$ cat config.mk
export PLATFORM = sky130hd
export DESIGN_NAME = rfm_arith
export DESIGN_NICKNAME = d
export VERILOG_FILES = /design/src/rfm_pkg.sv /design/src/rfm_arith.sv
export SDC_FILE = /design/constraint.sdc
export NUM_CORES = 2
export LEC_CHECK = 0
export ABC_AREA = 1
export BUFFER_PORTS_ARGS = -buffer_cell sky130_fd_sc_hd__buf_2
export CAP_MARGIN = 5
export CELL_PAD_IN_SITES_DETAIL_PLACEMENT = 1
export CELL_PAD_IN_SITES_GLOBAL_PLACEMENT = 1
export CORE_ASPECT_RATIO = 1.1
export CORE_UTILIZATION = 43
export DETAILED_ROUTE_END_ITERATION = 8
export GPL_ROUTABILITY_DRIVEN = 0
export GPL_TIMING_DRIVEN = 0
export HOLD_SLACK_MARGIN = 0.02
export PLACE_DENSITY_LB_ADDON = 0.1
export RECOVER_POWER = 100
export SLEW_MARGIN = 5
export SYNTH_ARGS = -nofsm -noshare
export SYNTH_HDL_FRONTEND = slang
export SYNTH_SLANG_ARGS = --single-unit
$ cat constraint.sdc
create_clock -name clk -period 9.7 [get_ports clk]
set_input_delay 0.485 -clock clk [delete_from_list [all_inputs] [get_ports clk]]
set_output_delay 0.485 -clock clk [all_outputs]
set_load 0.02 [all_outputs]
$ cat src/rfm_pkg.sv
// rfm_pkg: shared types for the running moments engine
// op codes and request/response bundles of the shared arithmetic unit,
// sequencer step codes and the saturating-sum result type; no dependencies
package rfm_pkg;

    typedef enum logic [1:0] {
        AOP_MUL,
        AOP_DIV,
        AOP_DIVQ,
        AOP_SQRT
    } arith_op_t;

    typedef struct packed {
        arith_op_t   op;
        logic [63:0] a;
        logic [63:0] b;
        logic [6:0]  sh;
    } arith_req_t;

    typedef struct packed {
        logic        done;
        logic [63:0] res;
        logic        big;
    } arith_rsp_t;

    typedef struct packed {
        logic signed [63:0] val;
        logic               sat;
    } sat64_t;

    typedef enum logic [4:0] {
        ST_IDLE,
        ST_DK,
        ST_M1,
        ST_T40,
        ST_TERM,
        ST_POLY,
        ST_RR,
        ST_SS,
        ST_A4,
        ST_X,
        ST_Y,
        ST_B4,
        ST_Z,
        ST_C4,
        ST_W,
        ST_A3,
        ST_U,
        ST_B3,
        ST_SUM1,
        ST_SUM2,
        ST_SUM3,
        ST_VAR,
        ST_PV,
        ST_SQRT,
        ST_DEN3,
        ST_DEN4,
        ST_N3,
        ST_SKEW,
        ST_N4,
        ST_KURT,
        ST_FIN
    } step_t;

    localparam logic signed [63:0] S64_MAX = 64'sh7FFF_FFFF_FFFF_FFFF;
    localparam logic signed [63:0] S64_MIN = 64'sh8000_0000_0000_0000;

endpackage

$ cat src/rfm_arith.sv
// rfm_arith: shared iterative arithmetic unit of the moments engine
// 64x64 multiply from four 32x32 partial products, restoring divide one bit
// a cycle, floor square root one result bit a cycle; uses rfm_pkg
module rfm_arith
    import rfm_pkg::*;
(
    input  logic       clk,
    input  logic       rst_n,
    input  logic       start,
    input  arith_req_t req,
    output arith_rsp_t rsp
);

    localparam logic [6:0] LAST_MUL  = 7'd3;
    localparam logic [6:0] LAST_DIV  = 7'd63;
    localparam logic [6:0] LAST_DIVQ = 7'd79;
    localparam logic [6:0] LAST_SQRT = 7'd31;

    logic         busy_reg, busy_next;
    logic         done_reg, done_next;
    arith_op_t    op_reg, op_next;
    logic [6:0]   sh_reg, sh_next;
    logic [6:0]   cnt_reg, cnt_next;
    logic [127:0] x_reg, x_next;
    logic [63:0]  y_reg, y_next;
    logic [63:0]  z_reg, z_next;

    logic [31:0]  pa, pb;
    logic [63:0]  pp;
    logic [127:0] pp_sh;
    logic [64:0]  rr;
    logic         ge;
    logic [63:0]  tsum;
    logic [6:0]   last;
    logic [127:0] prod_sh;

    // one partial product a cycle
    assign pa = cnt_reg[0] ? y_reg[63:32] : y_reg[31:0];
    assign pb = cnt_reg[1] ? z_reg[63:32] : z_reg[31:0];
    assign pp = 64'(pa) * 64'(pb);

    always_comb
    begin
        case ({1'b0, cnt_reg[0]} + {1'b0, cnt_reg[1]})
            2'd0:    pp_sh = {64'b0, pp};
            2'd1:    pp_sh = {32'b0, pp, 32'b0};
            default: pp_sh = {pp, 64'b0};
        endcase
    end

    // divide step: x holds dividend/quotient, y remainder, z divisor
    assign rr = {y_reg, x_reg[79]};
    assign ge = rr >= {1'b0, z_reg};

    // root step: y holds the remainder, x the root, z the current bit
    assign tsum = x_reg[63:0] + z_reg;

    always_comb
    begin
        case (op_reg)
            AOP_MUL:  last = LAST_MUL;
            AOP_DIV:  last = LAST_DIV;
            AOP_DIVQ: last = LAST_DIVQ;
            default:  last = LAST_SQRT;
        endcase
    end

    always_comb
    begin
        busy_next = busy_reg;
        done_next = 1'b0;
        op_next   = op_reg;
        sh_next   = sh_reg;
        cnt_next  = cnt_reg;
        x_next    = x_reg;
        y_next    = y_reg;
        z_next    = z_reg;
        if (start)
        begin
            busy_next = 1'b1;
            op_next   = req.op;
            sh_next   = req.sh;
            cnt_next  = '0;
            case (req.op)
                AOP_MUL:
                begin
                    x_next = '0;
                    y_next = req.a;
                    z_next = req.b;
                end
                AOP_DIV, AOP_DIVQ:
                begin
                    x_next = {48'b0, req.a, 16'b0};
                    y_next = '0;
                    z_next = req.b;
                end
                default:
                begin
                    x_next = '0;
                    y_next = req.a;
                    z_next = 64'h4000_0000_0000_0000;
                end
            endcase
        end
        else if (busy_reg)
        begin
            case (op_reg)
                AOP_MUL:
                begin
                    x_next = x_reg + pp_sh;
                end
                AOP_DIV, AOP_DIVQ:
                begin
                    y_next = ge ? 64'(rr - {1'b0, z_reg}) : rr[63:0];
                    x_next = {x_reg[127:80], x_reg[78:0], ge};
                end
                default:
                begin
                    if (y_reg >= tsum)
                    begin
                        y_next = y_reg - tsum;
                        x_next = {64'b0, (x_reg[63:0] >> 1) + z_reg};
                    end
                    else
                    begin
                        x_next = {64'b0, x_reg[63:0] >> 1};
                    end
                    z_next = z_reg >> 2;
                end
            endcase
            cnt_next = cnt_reg + 7'd1;
            if (cnt_reg == last)
            begin
                busy_next = 1'b0;
                done_next = 1'b1;
            end
        end
    end

    always_ff @(posedge clk or negedge rst_n)
    begin
        if (!rst_n)
        begin
            busy_reg <= 1'b0;
            done_reg <= 1'b0;
        end
        else
        begin
            busy_reg <= busy_next;
            done_reg <= done_next;
        end
    end

    always_ff @(posedge clk)
    begin
        op_reg  <= op_next;
        sh_reg  <= sh_next;
        cnt_reg <= cnt_next;
        x_reg   <= x_next;
        y_reg   <= y_next;
        z_reg   <= z_next;
    end

    assign prod_sh = x_reg >> sh_reg;

    always_comb
    begin
        rsp.done = done_reg;
        case (op_reg)
            AOP_MUL:
            begin
                rsp.res = prod_sh[63:0];
                rsp.big = |prod_sh[127:63];
            end
            AOP_DIV, AOP_DIVQ:
            begin
                rsp.res = x_reg[63:0];
                rsp.big = |x_reg[79:63];
            end
            default:
            begin
                rsp.res = x_reg[63:0];
                rsp.big = 1'b0;
            end
        endcase
    end

endmodule

==> summary.txt, run 1 <==
Clocking
  – Clock root cell: clkbuf_16
  – CTS H-tree depth: 2
  – Total CTS buffers: 38
  – Max clock buf depth: 3
  – Clock Sinks: approximately 270

Floorplan
  – Die Span Y: 471 um
  – Rows: 171
  – Ports: 206
  – Chip Width: 428 um
  – Starting density of the core: 43.4%

Global route
  – Gr ovfl total: 2268
  – Largest net degree at the start of global routing: 65
  – Total GRT Usage: 81.1%

Logic synthesis
  – Most frequent cell after synthesis: nand2_1
  – Mapped Nets: 15100
  – Synth Register Bits: 274
  – Post-synth top area share: 21.0%
  – Async SR Flop Fraction: 0.730%
  – Mean post-synth cell area: approximately 6.4 um2
  – Synth Cell Area: 0.0860 mm2
  – Synth Instances: around 13000
  – Seq/Total Area, Yosys: 9.47%
  – Dominant cells by area after synthesis: fa_1, nand2_1, ha_1
  – Synth Warn #: 0
  – EDFF count, synth: 265
  – Main flop type after synthesis: edfxtp_1
  – Top cells by count, synth: nand2_1, inv_1, nor2_1, nand3_1, a21oi_1
  – Yosys top cell by area: fa_1
  – Synth cell types: between 60 and 70

Timing
  – Crit. endpoint post-GRT repair: x_reg[122]$_SDFFCE_PP0P_/D
  – WEP type: sequential cell input

Status
  – Status: aborted with a tool error
  – First Error: [ERROR GRT-0232] Routing congestion too high. Check the congestion heatmap in the GUI.
  – Stop stage: global routing (5_1_grt)

Placed design
  – Port buffer count: 205
  – Placed wire-length estimate: 455000 um
[metrics by stage]
stage / worst slack (ns) / area (um2) / std cells / utilization (%) / setup TNS, ns
after floorplan: 0.485 / 86000 / 13400 / - / 0
after global placement: -3.73 / 90300 / 16200 / 45.6 / -341.67
after detailed placement: -3.90 / 90600 / 16200 / 45.8 / -353.35
after CTS: -0.304 / 102000 / 16700 / 51.7 / -10.83
[metal layers]
| layer | overflow | GRT usage, % |
|---|---|---|
| met1 | 81 | 80.4 |
| met2 | 1374 | 93.9 |
| met3 | 98 | 71.5 |
| met4 | 699 | 77.4 |
| met5 | 16 | 51.9 |
[repair_timing]
| action | in CTS |
|---|---|
| endpoints found under the setup margin | 117 |
| cloned | 10 |
| setup buffers | 414 |
| hold endpoints to repair | 9 |
| resized for setup | 1716 |
| hold buffers | 8 |
| pin swaps | 312 |
[cell families after synthesis]
family,after synthesis,synth area share (%)
AOI/OAI and AO/OA,2376,15.0
xor gates and xnor gates,241,2.45
adders and majority gates,1552,30.4
buffers and inverters,2562,11.5
DFF,274,9.47
muxes,75,0.873
and+or+nand+nor,6332,30.3
==> inputs of run 2 (changes only) <==
- CELL_PAD_IN_SITES_DETAIL_PLACEMENT: 1 -> not set
- CELL_PAD_IN_SITES_GLOBAL_PLACEMENT: 1 -> not set
- CORE_ASPECT_RATIO: 1.1 -> not set
- CORE_UTILIZATION: 43 -> 35
- HOLD_SLACK_MARGIN: 0.02 -> not set
- PLACE_DENSITY_LB_ADDON: 0.1 -> 0.15
- clock period: 9.7 -> 12.61 ns (I/O delays scaled with it)
==> summary.txt, run 2 <==
Status
  – Status: finished with violations
  – Failing checks: max-capacitance violations, max-slew violations, negative setup slack

Logic synthesis
  – Seq/Total Area, Yosys: 9.47%
  – Synth Register Bits: 274
  – Synth Instances: 13400
  – Top cells by count, synth: nand2_1, inv_1, nor2_1, nand3_1, a21oi_1
  – Most frequent cell after synthesis: nand2_1
  – Synth Warn #: 0
  – Post-synth top area share: a little over a fifth
  – Yosys top cell by area: fa_1
  – Mean post-synth cell area: 6.41 um2
  – Synth Cell Area: 0.0860 mm2
  – EDFF count, synth: approximately 270
  – Synth cell types: between 60 and 70
  – Main flop type after synthesis: edfxtp_1
  – Dominant cells by area after synthesis: fa_1, nand2_1, ha_1
  – Mapped Nets: 15100
  – Async SR Flop Fraction: 0.730%

Timing
  – Highest clock rate: 79.1 MHz
  – Final Cycle Share: 100%
  – Max Slew Vio Count: around 220
  – Max-slew headroom: -164%
  – Count of endpoints failing setup in the final report: 1
  – Hold Vio Cnt, Final: 0
  – Fin crit period: 12.64 ns
  – Final Worst Setup Slack: -0.0275 ns
  – Worst-margin pin slew: 3.96 ns
  – Layout Skew: 0.0800 ns
  – Setup_tns: -0.0275 ns

Setup path
  – Slowest-stage cell, CP: buf_1
  – Crit-path max FO: 10
  – RR Startpoint: z_reg[56]
  – Critical path type: flop to flop
  – Max incr delay on CP: 0.81 ns
  – CP arrival: 13.14 ns
  – CP endpoint kind: flop
  – Crit path launch: z_reg[56]
  – Worst EP required: 13.11 ns
  – Worst setup SP type: flop

Detailed routing
  – Initial DRC Count: 14700
  – DR pass1 iterations: 9
  – Final wirelength: 502000 um
  – Vias per std cell: 5.93
  – Post-DRT Antenna Nets: 0
  – Via count: 100000
  – Routed WL per cell: 29.6 um
  – # DRC: 0

Run
  – Max Cap Violations: 11

Floorplan
  – Std-Cell Core Area: 0.244 mm2
  – Rows: 181
  – Die area: roughly 0.25 mm2
  – Chip Width: ~500 um
  – Starting density of the core: 35.3%
  – Ports: 206
  – Die Span Y: 498 um

Clocking
  – CTS tree: built
  – Clk Latency, worst-skew pair: 0.72 ns
  – Clock slew seen by the registers of the worst setup and hold paths: ~0.070 ns
  – CTS H-tree depth: 2
  – Total CTS buffers: 40
  – Max clock buf depth: 3
  – Clock root cell: clkbuf_16
  – Clock Sinks: 274

Min path
  – Hold wc startpoint: req[4]
  – Hold/Removal Path Class: primary input to flop

Global route
  – First-pass GRT wire length: 690000 um
  – Gr ovfl total: 0
  – Initial antenna violation count: 51
  – Number of global-route vias before repair: 93200
  – Largest net degree at the start of global routing: 66
  – Total GRT Usage: 39.1%

Finish
  – Most common cell after layout, fill and taps aside: nand2_1
  – Share of cells above drive strength 1: 4.28%
  – Area grow syn2layout: 8.48%
  – Max reg flops: 128
  – Most frequent cells in the layout: nand2_1, inv_1, nor2_1, nand3_1, a21oi_1
  – # nets final: 15400

Placed design
  – Placed wire-length estimate: 430000 um
  – Port buffer count: 205
-- run 2: cell counts after synthesis --
Identical to the previous run, type by type.
-- run 2: worst max-delay path, delay by kind of cell (launching register included) --
kind                       cells  cell delay (ns)
adders and majority gates     10             4.59
AOI/OAI and AO/OA             10             2.42
buffers and inverters         10             2.42
and+or+nand+nor               11             2.08
xor gates and xnor gates       1             0.47
DFF                            1             0.44
-- run 2: cells by family after synthesis --
family          count (synthesis)  synth area share [%]
flops                         274                  9.47
simple gates                 6332                  30.3
fa+ha+maj                    1552                  30.4
mux                            75                 0.873
buf+inv                      2562                  11.5
compound gates               2376                  15.0
xor+xnor                      241                  2.45
-- run 2: path summary, 6_finish.rpt --
| check | end | slack, ns | cells after the start |
|---|---|---|---|
| max | x_reg[59] | -0.03 | 42 |
| min | sh_reg[4] | 0.08 | 1 |
| max reg2reg | x_reg[59] | -0.03 | 42 |
| min reg2reg | cnt_reg[5] | 0.53 | 2 |
| max in group asynchronous | done_reg | 11.84 | 2 |
| min in group asynchronous | busy_reg | 0.45 | 2 |
-- run 2: final cells by class --
class | count | area (um2)
Clock buffer | 49 | 1050
Multi-Input combinational cell | 10600 | 68400
Timing Repair Buffer | 251 | 1390
Sequential cell | 274 | 8150
Tap cell | 3202 | 4010
Fill cell | 27600 | 150000
Clock inverter | 22 | 265
Inverter | 2077 | 7830
Buffer | 478 | 2140
Antenna cell | 22 | 55.1
-- run 2: layer usage --
layer | global-route usage [%] | share of wire [%]
met5 | 0.347 | 0.077
met4 | 28.8 | 9.1
met3 | 12.7 | 14
met2 | 54.9 | 39
met1 | 49.8 | 38
-- run 2: what timing repair did --
item	CTS	global route
setup buffers	0	10
setup endpoints to repair	86	82
resized for setup	68	167
hold buffers	1	0
hold endpoints to repair	2	0
-- run 2: through the flow --
stage | setup slack (ns) | utilization (%) | cell area, um2 | hold WS, ns | std cells
after floorplan | 3.40 | - | 86000 | 0.335 | 13400
after global placement | -1.61 | 37.4 | 91000 | 0.483 | 16800
after detailed placement | -1.54 | 37.6 | 91700 | 0.484 | 16900
after CTS | 0.0110 | 38.3 | 93200 | 0.0684 | 16900
after global routing | -0.0307 | 38.3 | 93200 | 0.0868 | 16900
final | -0.0275 | 38.3 | 93300 | 0.0836 | 17000
Power of run 2 is not shown: default switching activity piles up to over one toggle a cycle in this logic, so the estimate is an artifact.
